--- src/rtl/core/sacr_pkg.sv ---
// Shared constants, types and helpers of the cache tag and replacement controller.
// No dependencies; imported by sacr_scan and set_assoc_cache_replacement.
`default_nettype none
package sacr_pkg;

  localparam int unsigned SETS        = 64;
  localparam int unsigned WAYS        = 8;
  localparam int unsigned BLOCK_BYTES = 64;
  localparam int unsigned ADDR_W      = 32;

  localparam int unsigned OFF_W   = $clog2(BLOCK_BYTES);
  localparam int unsigned SET_W   = $clog2(SETS);
  localparam int unsigned TAG_W   = ADDR_W - SET_W - OFF_W;
  localparam int unsigned WAY_W   = $clog2(WAYS);
  localparam int unsigned STAMP_W = 32;
  localparam int unsigned USE_W   = 16;
  localparam int unsigned CNT_W   = $clog2(WAYS + 1);
  localparam int unsigned OUT_W   = 40;

  localparam logic [USE_W-1:0] USE_MAX = {USE_W{1'b1}};

  typedef enum logic [1:0] {
    POL_LRU  = 2'd0,
    POL_FIFO = 2'd1,
    POL_LFU  = 2'd2,
    POL_PLRU = 2'd3
  } policy_e;

  typedef enum logic [2:0] {
    ST_CLEAR,
    ST_IDLE,
    ST_RD,
    ST_SCAN,
    ST_UPD
  } state_e;

  // metadata of one set, all ways side by side
  typedef struct packed {
    logic [WAYS-1:0]              valid;
    logic [WAYS-1:0]              dirty;
    logic [WAYS-1:0]              recent;
    logic [WAYS-1:0][TAG_W-1:0]   tag;
    logic [WAYS-1:0][STAMP_W-1:0] stamp;
    logic [WAYS-1:0][USE_W-1:0]   use_cnt;
    logic [CNT_W-1:0]             unmarked;
    logic                         full;
    logic [WAY_W-1:0]             fifo_next;
  } row_t;

  typedef struct packed {
    logic             hit;
    logic [WAY_W-1:0] hit_way;
    logic [WAY_W-1:0] victim;
  } scan_t;

  function automatic row_t mark_way(row_t r, logic [WAY_W-1:0] w);
    row_t n;
    n = r;
    if (!n.recent[w] && n.unmarked != '0) n.unmarked = n.unmarked - CNT_W'(1);
    if (n.unmarked == '0) begin
      n.recent   = '0;
      n.unmarked = CNT_W'(WAYS - 1);
    end
    n.recent[w] = 1'b1;
    return n;
  endfunction

endpackage
`default_nettype wire

--- src/rtl/core/sacr_scan.sv ---
// Way scan unit: one way per cycle while step_i is high, tag match and shared stamp compare for victim pick.
// Depends on sacr_pkg.
`default_nettype none
module sacr_scan import sacr_pkg::*; (
  input  wire logic               clk_i,
  input  wire logic               rst_ni,
  input  wire logic               step_i,
  input  wire logic [WAY_W-1:0]   idx_i,
  input  wire logic               valid_i,
  input  wire logic               tag_eq_i,
  input  wire logic [STAMP_W-1:0] stamp_i,
  input  wire logic [USE_W-1:0]   use_i,
  input  wire logic               lfu_i,
  output scan_t                   res_o
);

  logic               hit_q, hit_d;
  logic [WAY_W-1:0]   hit_way_q, hit_way_d;
  logic [WAY_W-1:0]   vic_q, vic_d;
  logic [STAMP_W-1:0] vstamp_q, vstamp_d;
  logic [USE_W-1:0]   vuse_q, vuse_d;
  logic               first, lt, eq, take;

  assign first = (idx_i == '0);
  assign lt    = stamp_i < vstamp_q;
  assign eq    = stamp_i == vstamp_q;

  always_comb begin
    if (lfu_i) take = first || (use_i < vuse_q) || ((use_i == vuse_q) && lt);
    else       take = first || lt || eq;
    hit_d     = first ? 1'b0 : hit_q;
    hit_way_d = hit_way_q;
    if (!hit_d && valid_i && tag_eq_i) begin
      hit_d     = 1'b1;
      hit_way_d = idx_i;
    end
    vic_d    = take ? idx_i   : vic_q;
    vstamp_d = take ? stamp_i : vstamp_q;
    vuse_d   = take ? use_i   : vuse_q;
  end

  always_ff @(posedge clk_i or negedge rst_ni) begin
    if (!rst_ni) begin
      hit_q <= 1'b0;
    end else if (step_i) begin
      hit_q <= hit_d;
    end
  end

  always_ff @(posedge clk_i) begin
    if (step_i) begin
      hit_way_q <= hit_way_d;
      vic_q     <= vic_d;
      vstamp_q  <= vstamp_d;
      vuse_q    <= vuse_d;
    end
  end

  assign res_o = '{hit: hit_q, hit_way: hit_way_q, victim: vic_q};

endmodule
`default_nettype wire

--- config.mk ---
export PLATFORM = sky130hd
export DESIGN_NAME = sacr_scan
export DESIGN_NICKNAME = d
export VERILOG_FILES = /design/src/rtl/core/sacr_pkg.sv /design/src/rtl/core/sacr_scan.sv
export SDC_FILE = /design/constraint.sdc
export NUM_CORES = 1
export LEC_CHECK = 0
export BUFFER_PORTS_ARGS = -buffer_cell sky130_fd_sc_hd__buf_2
export CAP_MARGIN = 25
export CORE_MARGIN = 4
export CORE_UTILIZATION = 35
export CTS_CLUSTER_SIZE = 40
export DETAILED_ROUTE_END_ITERATION = 7
export HOLD_SLACK_MARGIN = 0.15
export PLACE_DENSITY = 0.55
export SETUP_SLACK_MARGIN = 0.3
export SKIP_LAST_GASP = 1
export SLEW_MARGIN = 5
export SYNTH_ARGS = -nofsm -noshare
export SYNTH_HDL_FRONTEND = slang
export SYNTH_SLANG_ARGS = --single-unit
--- constraint.sdc ---
create_clock -name clk_i -period 14.94 [get_ports clk_i]
set_input_delay 2.241 -clock clk_i [delete_from_list [all_inputs] [get_ports clk_i]]
set_output_delay 2.241 -clock clk_i [all_outputs]
set_load 0.005 [all_outputs]
==> results of run 1 <==
power breakdown:
part / switching [mW] / total, mW / internal (mW)
Clock: 0.0471 / 0.114 / 0.0670
Combinational: 0.0328 / 0.0569 / 0.0242
Sequential: 0.00298 / 0.188 / 0.185
kinds of logic after synthesis:
logic type,count (synthesis),synth area share (%)
compound gates,38,8.36
fa+ha+maj,48,20.7
buf+inv,50,6.59
flops,55,56.7
simple gates,42,7.67
worst paths after layout:
| kind | start | to | slack, ns | cells after the start |
|---|---|---|---|---|
| max | use_i[14] | vstamp_q[23] | 10.53 | 9 |
| min | hit_q | hit_q | 0.55 | 2 |
| max reg2reg | vuse_q[15] | vstamp_q[23] | 12.21 | 9 |
| min reg2reg | hit_q | hit_q | 0.55 | 2 |
| max in group asynchronous | rst_ni | hit_q | 13.17 | 1 |
| min in group asynchronous | rst_ni | hit_q | 1.69 | 1 |
synthesized netlist by cell type, types with 2 or more instances:
cell / instances / share of area (%)
nand2_1: 10 / 1.3
nor2b_1: 4 / 0.86
nor3_1: 2 / 0.34
ha_1: 48 / 21
nand3_1: 7 / 1.2
a21oi_1: 16 / 2.8
nor2_1: 5 / 0.65
o211ai_1: 3 / 0.78
inv_1: 49 / 6.3
o21ai_0: 5 / 0.86
a211oi_1: 5 / 1.3
nand4_1: 8 / 1.7
edfxtp_1: 54 / 56
and3_1: 3 / 0.65
flip-flops by register name, summed over array words and instances (netlist names):
register and flops:
hit_way_q 3, vuse_q 16, hit_q 1, vic_q 3
vstamp_q 32
layer usage:
| metal | GRT usage, % | up-vias | share of wire (%) |
|---|---|---|---|
| li1 | - | 987 | - |
| met1 | 15.8 | 864 | 48 |
| met2 | 17.4 | 36 | 45 |
| met3 | 2.38 | 6 | 4.6 |
| met4 | 4.10 | 0 | 1.5 |
| met5 | 0 | - | 0 |
stage by stage:
| stage | power, mW | std cells | utilization, % |
|---|---|---|---|
| after floorplan | 0.228 | 233 | - |
| after global placement | 0.249 | 399 | 42.8 |
| after detailed placement | 0.250 | 399 | 42.8 |
| after CTS | 0.365 | 407 | 44.4 |
| after global routing | 0.380 | 407 | 44.4 |
| final | 0.359 | 407 | 44.4 |
layout make-up:
type	instances	area (um2)	area share, %
Clock inverter	2	60.1	1.71
Inverter	49	184	5.25
Sequential cell	55	1650	47.0
Clock buffer	6	72.6	2.07
Tap cell	102	128	3.64
Multi-Input combinational cell	128	1080	30.9
Timing Repair Buffer	65	330	9.42
worst register-to-register path, cell delays in order, from the launching register on:
cell and delay (ns):
edfxtp_1 0.34, inv_1 0.04, ha_1 0.27, and3_1 0.19, nand4_2 0.15, o31a_1 0.28
a2111oi_2 0.31, o21ai_1 0.15, o32ai_4 0.28, buf_4 0.37
==> out/metrics.yaml, run 1 <==
finalWorstSetupSlack_ns: 10.53
synth_nets: 338
die_y_um: 99.1
slowest_stage: "buf_4"
dp_hpwl_um: 4410
tns_ns: 0
post_cts_buffers: 0
synth-seq-cells: 55
antenna_found_initial: 0
cts_resized: 0
postPlaceCellArea_um2: 3370
max_freq_mhz: 227
grt_pass1_vias: 1856
htree_num_levels: 2
core.rowCount: 32
vias: 1893
layout_commonest_cell: "buf_2"
start_util_pct: 36.8
power_density_nw_per_um2: 103
cts_buffer_depth: 2
layout-drive-gt1-share_pct: 24.9
cts_tree: "done"
fin_crit_sh_pct: 29.5
grt_pass1_wl_um: 8810
finalHoldViolCount: 0
core_area_um2: 7890
grt_remaining_overflow: 0
crit_chain: "buf_2 -> ha_1 -> and3_1 -> nand4_2 -> o31a_1 -> a2111oi_2 -> o21ai_1 -> o32ai_4 -> buf_4"
maxCapViolations: 0
grt_max_degree: 27
path_max_fanout: 26
ys.flop_type: "edfxtp_1"
clockRootBuffer: "clkbuf_8"
syn_inst: 233
cts_made_buffers: 5
preCtsSetupSlack_ns: 10.20
worstSetupPathType: "in2reg"
clk_pin_slew_worst_paths_ns: 0.10
routed_wl_um: 5430
hold_path_class: "reg2reg"
fin_skew_ns: 0.0126
ioPinCount: 64
cellLeakagePower_nw: 1.63
worst_pin_slew_ns: 0.350
gp_congestion: 0.747
fillCellCount: 762
drt_iter0_drc: 71
die_x_um: 99.1
ant_nets: 0
yosysSeqAreaShare_pct: 56.7
max_stage_delay_ns: 0.37
dieArea_um2: 9820
num_antenna_cells: 0
syn_area_per_cell_um2: 12.5
clock_latency_ns: 0.30
design_area_um2: 3510
status: "completed"
worstPathRequired_ns: 14.91
critical_path.top_delay_family: "compound AO/OA/AOI/OAI gates"
syn_area_um2: 2900
final_cell_mix: "63 x buf_2, 54 x edfxtp_1, 49 x inv_1, 48 x ha_1, 16 x a21oi_1"
slew_viol_final: 0
worst_ep_arrival_time_ns: 4.37
startpoint_type: "input pin"
drt_first_pass_iters: 4
cp-end-kind: "flip-flop"
track_usage_pct: 11.3
clock_sinks: 55
synth-edff-count: 54
rsz0062_at_grt: "false"
holdBufCountCts: 0
layout.nets: 409
io_buffers: 63
hold_ws_ns: 0.549
via_per_inst: 4.65
period_needed_ns: 4.41
critPathBufInv: 2
synth_cell_types: 28
drcViolationCount: 0
setup_viol: 0
relSlewSlack_pct: 76.3
ir_worst_vdd_v: 0.0000472
yosysWarnings: 0
wl_per_cell_um: 13.4
syn_to_final_growth_pct: 20.7
synthArstFlopShare_pct: 1.82
Power figures use the tool's default switching activity.
==> inputs of run 2 (changes only) <==
- PLACE_DENSITY: 0.55 -> 0.57
- clock period: 14.94 -> 4 ns (I/O delays scaled with it)
==> out/metrics.yaml, run 2 (same netlist as run 1, synthesis figures left out) <==
startpoint_type: "input pin"
reg.largest.list: "vstamp_q: 32 flops, vuse_q: 16 flops"
cts_buffer_depth: 2
wl_per_cell_um: 13.5
holdBufCountCts: 1
rsz0062_at_grt: "false"
die_y_um: 99.1
ir_worst_vdd_v: 0.000207
worst_pin_slew_ns: 0.353
clock_latency_ns: 0.31
hold_path_class: "in2reg"
grt_pass1_vias: 1819
design_area_um2: 3510
postPlaceCellArea_um2: 3390
fin_crit_sh_pct: 69.2
fin_skew_ns: 0.00617
core.rowCount: 32
slew_viol_final: 0
drt_iter0_drc: 36
layout_commonest_cell: "buf_2"
max_freq_mhz: 361
num_antenna_cells: 0
gp_congestion: 0.761
syn_to_final_growth_pct: 20.8
ioPinCount: 64
drt_first_pass_iters: 4
relSlewSlack_pct: 76.3
dieArea_um2: 9820
clock_sinks: 55
start_util_pct: 36.8
power_mw: 1.29
core_area_um2: 7890
maxCapViolations: 0
worstPathRequired_ns: 4.01
cts_resized: 0
routed_wl_um: 5520
top_register: "vstamp_q"
post_cts_buffers: 0
vias: 1907
tns_ns: 0
worst_ep_arrival_time_ns: 2.78
final_core_util_pct: 44.5
setup_viol: 0
largest_register_ff_count: 32
fillCellCount: 748
final_cell_mix: "63 x buf_2, 54 x edfxtp_1, 49 x inv_1, 48 x ha_1, 16 x a21oi_1"
die_x_um: 99.1
cts_tree: "done"
layout.nets: 410
path_max_fanout: 19
track_usage_pct: 11.1
preCtsSetupSlack_ns: 0.910
finalWorstSetupSlack_ns: 1.23
via_per_inst: 4.67
layout-drive-gt1-share_pct: 24.8
drcViolationCount: 0
cellLeakagePower_nw: 1.63
power_density_nw_per_um2: 368
ant_nets: 0
grt_max_degree: 33
cts_made_buffers: 5
worstSetupPathType: "in2reg"
antenna_found_initial: 0
status: "completed"
dp_hpwl_um: 4450
clk_pin_slew_worst_paths_ns: 0.10
finalHoldViolCount: 0
htree_num_levels: 2
io_buffers: 63
grt_remaining_overflow: 0
grt_pass1_wl_um: 8630
clockRootBuffer: "clkbuf_8"
cp-end-kind: "flip-flop"
period_needed_ns: 2.77
-- run 2: worst paths after layout --
| check | from | endpoint | slack (ns) | cells past startpoint |
|---|---|---|---|---|
| max | use_i[15] | vstamp_q[23] | 1.23 | 9 |
| min | stamp_i[13] | vstamp_q[13] | 0.48 | 1 |
| max reg2reg | vuse_q[15] | vstamp_q[23] | 1.24 | 9 |
| min reg2reg | hit_q | hit_q | 0.55 | 2 |
| max in group asynchronous | rst_ni | hit_q | 3.32 | 2 |
| min in group asynchronous | rst_ni | hit_q | 0.60 | 2 |
-- run 2: metal layers --
| layer | wire length, um | vias to the layer above | part of all wire (%) | track usage [%] |
|---|---|---|---|---|
| met5 | 0 | - | 0 | 0 |
| met3 | 380 | 4 | 6.9 | 4.21 |
| li1 | - | 993 | - | - |
| met1 | 2550 | 866 | 46 | 14.8 |
| met4 | 31 | 0 | 0.56 | 2.21 |
| met2 | 2560 | 44 | 46 | 17.4 |
-- run 2: critical path, stage by stage --
cell	delay [ns]
buf_2	0.11
ha_1	0.29
and3_1	0.20
nand4_2	0.14
o31a_1	0.28
a2111oi_2	0.34
o21ai_1	0.16
o32ai_4	0.33
buf_4	0.32
-- run 2: final cells by class --
cell class                 count  area, um2  share of cell area (%)
tap                          102        128                    3.64
inverter                      49        184                    5.24
clock inverter                 3       42.5                    1.21
multi-input combinational    128       1080                    30.9
timing repair buffer          66        353                    10.1
clock buffer                   5       68.8                    1.96
sequential                    55       1650                    46.9
-- run 2: metrics by stage --
step	hold slack, ns	std cells
floorplan	0.304	233
global placement	0.376	399
detailed placement	0.376	399
CTS	0.471	408
global route	0.459	408
finish	0.477	408
-- run 2: report_power, final --
group          internal (mW)  switching (mW)  leakage, nW
sequential             0.692          0.0120        0.522
combinational         0.0939           0.121         1.05
clock                  0.187           0.184       0.0562
total                  0.973           0.317         1.63
